===== config.mk =====
export PLATFORM = sky130hd
export DESIGN_NAME = sorted_list_insert_readout
export DESIGN_NICKNAME = d
export VERILOG_FILES = /design/src/rtl/slir_pkg.sv /design/src/rtl/slir_cell.sv /design/src/rtl/slir_ctrl.sv /design/src/rtl/sorted_list_insert_readout.sv
export SDC_FILE = /design/constraint.sdc
export NUM_CORES = 2
export LEC_CHECK = 0
export ABC_AREA = 1
export BUFFER_PORTS_ARGS = -buffer_cell sky130_fd_sc_hd__clkbuf_2
export CORE_ASPECT_RATIO = 2
export CORE_MARGIN = 10
export CORE_UTILIZATION = 65
export DETAILED_ROUTE_END_ITERATION = 6
export PLACE_DENSITY = 0.85
export SLEW_MARGIN = 20
export SYNTH_ARGS = -nofsm -noshare
export SYNTH_HDL_FRONTEND = slang
export SYNTH_HIERARCHICAL = 1
export SYNTH_SLANG_ARGS = --single-unit

===== constraint.sdc =====
create_clock -name clk -period 7.7 [get_ports clk]
set_input_delay 0.77 -clock clk [delete_from_list [all_inputs] [get_ports clk]]
set_output_delay 0.77 -clock clk [all_outputs]
set_load 0.02 [all_outputs]

===== src/rtl/slir_pkg.sv =====
// Shared types and constants for the sorted list insert and read-out block.
package slir_pkg;

	localparam int CAPACITY = 16;
	localparam int VALUE_W  = 32;
	localparam int CNT_W    = $clog2(CAPACITY + 1);

	typedef logic signed [VALUE_W-1:0] value_t;
	typedef logic [CNT_W-1:0] count_t;

	typedef enum logic [1:0] {
		OP_INSERT    = 2'd0,
		OP_READ_ASC  = 2'd1,
		OP_READ_DESC = 2'd2
	} op_t;

	typedef enum logic [1:0] {
		STAT_OK    = 2'd0,
		STAT_FULL  = 2'd1,
		STAT_EMPTY = 2'd2
	} status_t;

	typedef enum logic [1:0] {
		CELL_HOLD,
		CELL_INSERT,
		CELL_ROT_DN,
		CELL_ROT_UP
	} cell_op_t;

	typedef enum logic {
		S_IDLE,
		S_READ
	} state_t;

	typedef struct packed {
		cell_op_t op;
		value_t   ins_value;
	} cell_cmd_t;

endpackage


===== src/rtl/slir_cell.sv =====
// One storage cell of the sorted chain: insert-shift and rotate in either direction.
module slir_cell (
	input  logic              clk,
	input  logic              arst_n,
	input  slir_pkg::cell_cmd_t cmd,
	input  logic              prev_valid,
	input  logic              prev_less,
	input  slir_pkg::value_t  prev_value,
	input  logic              next_valid,
	input  slir_pkg::value_t  next_value,
	input  slir_pkg::value_t  wrap_value,
	output logic              valid,
	output logic              less,
	output logic              top,
	output slir_pkg::value_t  value
);
	import slir_pkg::*;

	logic   valid_q;
	value_t value_q;

	assign valid = valid_q;
	assign value = value_q;
	assign less  = valid_q && (value_q < cmd.ins_value);
	assign top   = valid_q && !next_valid;

	always_ff @(posedge clk or negedge arst_n) begin
		if (!arst_n) begin
			valid_q <= 1'b0;
		end else if (cmd.op == CELL_INSERT && !less && prev_valid) begin
			valid_q <= 1'b1;
		end
	end

	always_ff @(posedge clk) begin
		case (cmd.op)
			CELL_INSERT: begin
				// take the new word where the smaller run ends, else shift up
				if (!less && prev_valid) begin
					value_q <= prev_less ? cmd.ins_value : prev_value;
				end
			end
			CELL_ROT_DN: begin
				if (valid_q) begin
					value_q <= top ? wrap_value : next_value;
				end
			end
			CELL_ROT_UP: begin
				if (valid_q) begin
					value_q <= prev_value;
				end
			end
			default: begin
			end
		endcase
	end

endmodule


===== src/rtl/slir_ctrl.sv =====
// Sequencer: input handshake, entry count, read-out walk and output register.
module slir_ctrl (
	input  logic                clk,
	input  logic                arst_n,
	input  logic                s_tvalid,
	output logic                s_tready,
	input  logic [31:0]         s_tdata,   // [31:0] value
	input  logic [1:0]          s_tuser,   // [1:0] operation
	output logic                m_tvalid,
	input  logic                m_tready,
	output logic [31:0]         m_tdata,   // [31:0] result_value
	output logic                m_tlast,
	output logic [1:0]          m_tuser,   // [1:0] status
	input  slir_pkg::value_t    head_asc,
	input  slir_pkg::value_t    head_desc,
	output slir_pkg::cell_cmd_t cmd
);
	import slir_pkg::*;

	state_t  state_q, state_d;
	count_t  count_q, count_d;
	count_t  rem_q, rem_d;
	logic    desc_q, desc_d;
	logic    out_valid_q;
	value_t  out_value_q;
	logic    out_last_q;
	status_t out_status_q;

	logic    slot_free;
	logic    accept;
	logic    full;
	logic    load;
	value_t  load_value;
	logic    load_last;
	status_t load_status;
	value_t  in_value;

	assign slot_free = !out_valid_q || m_tready;
	assign accept    = s_tvalid && s_tready;
	assign full      = (count_q == count_t'(CAPACITY));
	assign in_value  = value_t'(s_tdata);

	assign m_tvalid = out_valid_q;
	assign m_tdata  = out_value_q;
	assign m_tlast  = out_last_q;
	assign m_tuser  = out_status_q;

	always_comb begin
		state_d       = state_q;
		count_d       = count_q;
		rem_d         = rem_q;
		desc_d        = desc_q;
		s_tready      = 1'b0;
		load          = 1'b0;
		load_value    = in_value;
		load_last     = 1'b1;
		load_status   = STAT_OK;
		cmd.op        = CELL_HOLD;
		cmd.ins_value = in_value;
		case (state_q)
			S_IDLE: begin
				s_tready = slot_free;
				if (accept) begin
					case (s_tuser)
						OP_INSERT: begin
							load = 1'b1;
							if (full) begin
								load_status = STAT_FULL;
							end else begin
								cmd.op  = CELL_INSERT;
								count_d = count_q + count_t'(1);
							end
						end
						OP_READ_ASC, OP_READ_DESC: begin
							if (count_q == '0) begin
								load        = 1'b1;
								load_value  = '0;
								load_status = STAT_EMPTY;
							end else begin
								state_d = S_READ;
								rem_d   = count_q;
								desc_d  = (s_tuser == OP_READ_DESC);
							end
						end
						default: begin
							// unused code: drop the word
						end
					endcase
				end
			end
			S_READ: begin
				if (slot_free) begin
					load       = 1'b1;
					load_value = desc_q ? head_desc : head_asc;
					load_last  = (rem_q == count_t'(1));
					cmd.op     = desc_q ? CELL_ROT_UP : CELL_ROT_DN;
					rem_d      = rem_q - count_t'(1);
					if (rem_q == count_t'(1)) begin
						state_d = S_IDLE;
					end
				end
			end
			default: begin
				state_d = S_IDLE;
			end
		endcase
	end

	always_ff @(posedge clk or negedge arst_n) begin
		if (!arst_n) begin
			state_q     <= S_IDLE;
			count_q     <= '0;
			rem_q       <= '0;
			desc_q      <= 1'b0;
			out_valid_q <= 1'b0;
		end else begin
			state_q <= state_d;
			count_q <= count_d;
			rem_q   <= rem_d;
			desc_q  <= desc_d;
			if (load) begin
				out_valid_q <= 1'b1;
			end else if (m_tready) begin
				out_valid_q <= 1'b0;
			end
		end
	end

	always_ff @(posedge clk) begin
		if (load) begin
			out_value_q  <= load_value;
			out_last_q   <= load_last;
			out_status_q <= load_status;
		end
	end

`ifndef SYNTH
	a_count_bound: assert property (@(posedge clk) disable iff (!arst_n)
		count_q <= count_t'(CAPACITY))
		else $error("entry count beyond capacity");

	a_no_input_in_read: assert property (@(posedge clk) disable iff (!arst_n)
		state_q == S_READ |-> !s_tready)
		else $error("input taken during read-out");

	a_rem_nonzero: assert property (@(posedge clk) disable iff (!arst_n)
		state_q == S_READ |-> rem_q != '0 && rem_q <= count_q)
		else $error("read-out counter out of range");

	a_insert_counts: assert property (@(posedge clk) disable iff (!arst_n)
		accept && s_tuser == OP_INSERT && !full |=> count_q == $past(count_q) + count_t'(1))
		else $error("insert did not advance entry count");

	a_read_keeps_count: assert property (@(posedge clk) disable iff (!arst_n)
		state_q == S_READ |=> count_q == $past(count_q))
		else $error("entry count changed during read-out");
`endif

endmodule


===== src/rtl/sorted_list_insert_readout.sv =====
// Top level: chain of sorted storage cells with its sequencer.
// Keeps up to 16 signed 32-bit values in ascending order in a row of cells.
// On an insert (tuser 0) every cell compares its entry with the
// new value at once and the larger and equal entries shift up one cell, so
// one result word (the value, status ok or full) follows each insert. A read
// (tuser 1 ascending, 2 descending) is taken, then rotates the
// chain one step per cycle and emits one entry per cycle, one word per
// entry with tlast on the final one; a step waits while a stalled result
// holds the output register. No input word is taken until the read-out is
// done, and the list comes back to its original order. A read of an empty
// list gives one word with status empty. Operation code 3 is dropped without
// a result. The output register lets a new input word be taken in the cycle
// the last result leaves, but not while it waits.
module sorted_list_insert_readout (
	input  logic        clk,
	input  logic        arst_n,
	input  logic        s_tvalid,
	output logic        s_tready,
	input  logic [31:0] s_tdata,   // [31:0] value
	input  logic [1:0]  s_tuser,   // [1:0] operation
	output logic        m_tvalid,
	input  logic        m_tready,
	output logic [31:0] m_tdata,   // [31:0] result_value
	output logic        m_tlast,
	output logic [1:0]  m_tuser    // [1:0] status
);
	import slir_pkg::*;

	cell_cmd_t cmd;
	logic      valid_w [CAPACITY];
	logic      less_w  [CAPACITY];
	logic      top_w   [CAPACITY];
	value_t    value_w [CAPACITY];
	value_t    head_asc;
	value_t    head_desc;

	assign head_asc = value_w[0];

	// pick the entry of the highest valid cell
	always_comb begin
		head_desc = '0;
		for (int i = 0; i < CAPACITY; i++) begin
			head_desc = head_desc | (top_w[i] ? value_w[i] : value_t'(0));
		end
	end

	for (genvar g = 0; g < CAPACITY; g++) begin : g_cell
		logic   pv;
		logic   pl;
		value_t pval;
		logic   nv;
		value_t nval;

		if (g == 0) begin : g_first
			assign pv   = 1'b1;
			assign pl   = 1'b1;
			assign pval = head_desc;
		end else begin : g_mid
			assign pv   = valid_w[g-1];
			assign pl   = less_w[g-1];
			assign pval = value_w[g-1];
		end

		if (g == CAPACITY - 1) begin : g_last
			assign nv   = 1'b0;
			assign nval = '0;
		end else begin : g_inner
			assign nv   = valid_w[g+1];
			assign nval = value_w[g+1];
		end

		slir_cell u_cell (
			.clk        (clk),
			.arst_n     (arst_n),
			.cmd        (cmd),
			.prev_valid (pv),
			.prev_less  (pl),
			.prev_value (pval),
			.next_valid (nv),
			.next_value (nval),
			.wrap_value (head_asc),
			.valid      (valid_w[g]),
			.less       (less_w[g]),
			.top        (top_w[g]),
			.value      (value_w[g])
		);
	end

	slir_ctrl u_ctrl (
		.clk       (clk),
		.arst_n    (arst_n),
		.s_tvalid  (s_tvalid),
		.s_tready  (s_tready),
		.s_tdata   (s_tdata),
		.s_tuser   (s_tuser),
		.m_tvalid  (m_tvalid),
		.m_tready  (m_tready),
		.m_tdata   (m_tdata),
		.m_tlast   (m_tlast),
		.m_tuser   (m_tuser),
		.head_asc  (head_asc),
		.head_desc (head_desc),
		.cmd       (cmd)
	);

endmodule


==> flow_metrics.env, run 1 <==
export IMPL_die_x_um=222
export IMPL_grtUsageTotal_pct=60.6
export IMPL_place_hpwl_um=194000
export IMPL_error="[ERROR GRT-0116] Global routing finished with congestion. Check the congestion regions in the DRC Viewer."
export IMPL_stop_stage="global routing (5_1_grt)"
export IMPL_synth_area_mm2=0.0528
export IMPL_pin_count=75
export IMPL_cts_buffers=58
export IMPL_pre_cts_slack_ns=2.20
export IMPL_die_h_um=423
export IMPL_post_cts_buffers=0
export IMPL_cts_hold_buf=0
export IMPL_cts_sinks=576
export IMPL_clockRootBuffer="clkbuf_16"
export IMPL_cts_buffer_depth=3
export IMPL_std_cell_rows=147
export IMPL_h_tree_depth=2
export IMPL_status="stopped before the end"
export IMPL_start_util_pct=65.7
export IMPL_grt_ovfl_total=7
export IMPL_avgSynthCellArea_um2=7.35
export IMPL_grt_max_degree=66
export IMPL_grt_pass1_vias=59200
export IMPL_ys_warn_count=6
export IMPL_synthCells=7180
export IMPL_io_buffers=74
export IMPL_gp_congestion=1.16
export IMPL_postCtsResizedCells=0
export IMPL_grt_pass1_wl_um=420000
per-stage QoR:
step	utilization [%]	std cells	area, um^2
floorplan	-	7216	52900
global placement	67.0	8101	53800
detailed placement	67.0	8101	53800
CTS	69.6	8211	56000
per-layer routing:
metal	global-route usage (%)	GRT overflow
met1	58.2	0
met2	84.7	5
met3	35.9	0
met4	64.7	2
met5	8.84	0
==> run 2, diff against run 1 <==
--- a/config.mk
+++ b/config.mk
@@ -7,11 +7,10 @@
 export LEC_CHECK = 0
 export ABC_AREA = 1
 export BUFFER_PORTS_ARGS = -buffer_cell sky130_fd_sc_hd__clkbuf_2
-export CORE_ASPECT_RATIO = 2
 export CORE_MARGIN = 10
-export CORE_UTILIZATION = 65
+export CORE_UTILIZATION = 40
 export DETAILED_ROUTE_END_ITERATION = 6
-export PLACE_DENSITY = 0.85
+export PLACE_DENSITY_LB_ADDON = 0.15
 export SLEW_MARGIN = 20
 export SYNTH_ARGS = -nofsm -noshare
 export SYNTH_HDL_FRONTEND = slang
==> flow_metrics.env, run 2 <==
export IMPL_status="complete, no violations"
export IMPL_area_growth_synth_to_final_pct=8.41
export IMPL_drv_max_cap_violation_count=0
export IMPL_critPathMaxFanout=23
export IMPL_fillers=13500
export IMPL_grt_ovfl_total=0
export IMPL_core_mm2=0.131
export IMPL_wl_um=288000
export IMPL_post_cts_buffers=0
export IMPL_fmax_mhz=194
export IMPL_clockRootBuffer="clkbuf_16"
export IMPL_cts_hold_buf=0
export IMPL_grtUsageTotal_pct=37.5
export IMPL_clock_latency_ns=0.71
export IMPL_ys_warn_count=6
export IMPL_grt_pass1_wl_um=395000
export IMPL_drive_gt1_share_pct=7.69
export IMPL_setup_violations=0
export IMPL_first_pass_iters=7
export IMPL_fin_tns_setup_ns=0
export IMPL_slew_headroom_pct=5.36
export IMPL_avgSynthCellArea_um2=7.35
export IMPL_reg2reg_from="u_ctrl/desc_q$_DFFE_PN0P_"
export IMPL_place_hpwl_um=206000
export IMPL_cts_sinks=576
export IMPL_slew_viol_final=0
export IMPL_final_common_cell="nand2_1"
export IMPL_grt_max_degree=66
export IMPL_leakage_nw=27.3
export IMPL_avgRoutedWirePerCell_um=32.1
export IMPL_placed_cell_area_mm2=0.0547
export IMPL_post_route_util_pct=43.6
export IMPL_die_x_um=383
export IMPL_multiInputGateArea_mm2=0.0284
export IMPL_pwr_density_cell_mw_per_mm2=501
export IMPL_vias=55400
export IMPL_rsz0062_at_grt="false"
export IMPL_dieArea_mm2=0.147
export IMPL_layout_common_cells="nand2_1 (1,538), inv_1 (1,385), edfxtp_1 (547)"
export IMPL_r2r_end="g_cell[7].u_cell/value[3]$_DFFE_PP_"
export IMPL_period_minus_slack_ns=5.15
export IMPL_cts_buffer_depth=3
export IMPL_end_kind="flip-flop"
export IMPL_stdcell_area_mm2=0.0572
export IMPL_drc=0
export IMPL_startpoint_type="input port"
export IMPL_fin_cells=8970
export IMPL_vias_per_cell=6.18
export IMPL_dp_cells=8816
export IMPL_first_iter_violations=8797
export IMPL_hold_viol_final=0
export IMPL_worstPathArrival_ns=5.58
export IMPL_postCtsResizedCells=0
export IMPL_grt_pass1_vias=51000
export IMPL_grt_antenna_before_repair=12
export IMPL_rr_worst_depth=8
export IMPL_synth_area_mm2=0.0528
export IMPL_register_area_mm2=0.0172
export IMPL_ant_nets=0
export IMPL_std_cell_rows=133
export IMPL_worst_slew_pin_slew_ns=1.42
export IMPL_reg2reg_slack_ns=3.01
export IMPL_gp_congestion=1.09
export IMPL_die_h_um=383
export IMPL_critical_path_class="input port to flip-flop"
export IMPL_h_tree_depth=3
export IMPL_holdCritPathClass="input port to async pin"
export IMPL_pin_count=75
export IMPL_cts_buffers=79
export IMPL_skew_ns=0.0358
export IMPL_fin_crit_sh_pct=66.9
export IMPL_crit_end="g_cell[15].u_cell/value[8]$_DFFE_PP_"
export IMPL_synthCells=7180
export IMPL_clk_pin_slew_worst_paths_ns=0.06
export IMPL_final_nets=7683
export IMPL_setup_worst_path_start="s_tdata[14]"
export IMPL_start_util_pct=40.2
export IMPL_cts_tree="done"
export IMPL_vdd_ir_drop_max_mv=0.256
export IMPL_io_buffers=74
export IMPL_largest_reg_flops=512
export IMPL_cp_required_ns=8.13
## run 2: metrics by stage
stage	hold slack, ns	setup WS, ns	total power, mW
floorplan	0.474	1.72	17.4
global placement	0.516	2.15	23.8
detailed placement	0.527	2.11	24.0
CTS	0.245	2.86	27.8
global route	0.278	2.52	29.9
finish	0.256	2.55	28.7
## run 2: report_power, final
part	switching, mW	internal (mW)	total [mW]
Clock	1.62	2.17	3.79
Sequential	3.48	6.42	9.91
Combinational	10.3	4.72	15.0
## run 2: metal layers
metal,GRT usage [%],wire length (um),vias up
li1,-,-,24100
met1,47.7,108000,26300
met2,52.6,115000,4009
met3,11.5,37700,966
met4,28.8,27000,12
met5,0.292,150,-
## run 2: worst min path at each step
stage / to / cells after the start / from / slack (ns)
2_1_floorplan: g_cell[0].u_cell/valid$_DFFE_PN0P_ / 0 / arst_n / 0.47
3_3_place_gp: u_ctrl/rem_q[4]$_DFFE_PN0P_ / 2 / u_ctrl/rem_q[4]$_DFFE_PN0P_ / 0.52
3_5_place_dp: u_ctrl/rem_q[4]$_DFFE_PN0P_ / 2 / u_ctrl/rem_q[4]$_DFFE_PN0P_ / 0.53
4_1_cts: g_cell[10].u_cell/valid$_DFFE_PN0P_ / 2 / arst_n / 0.24
5_1_grt: g_cell[12].u_cell/valid$_DFFE_PN0P_ / 2 / arst_n / 0.28
6_report: g_cell[12].u_cell/valid$_DFFE_PN0P_ / 2 / arst_n / 0.26
## run 2: worst max-delay path, cell delays in order
cell,delay (ns)
clkbuf_2,0.67
buf_4,0.51
inv_1,0.13
ha_1,0.30
nand2_1,0.07
inv_1,0.06
nand3_1,0.09
nor3_1,0.14
nand2_1,0.08
nand2_1,0.11
nand2_1,0.08
nand3_1,0.09
nand3_2,0.08
inv_1,0.72
nand2_1,0.61
o21ai_2,0.41
buf_4,0.40
o221ai_1,0.18
## run 2: area by class of cell
type	count	area share, %
multi-input cells	4828	49.6
flip-flops and latches	576	30.0
inverters	1439	9.44
well taps	1755	3.84
clock buffers	104	3.83
repair buffers	218	2.67
clock inverters	43	0.590
diodes	7	0.0306
Note: power is estimated with default switching activity, not from simulation.
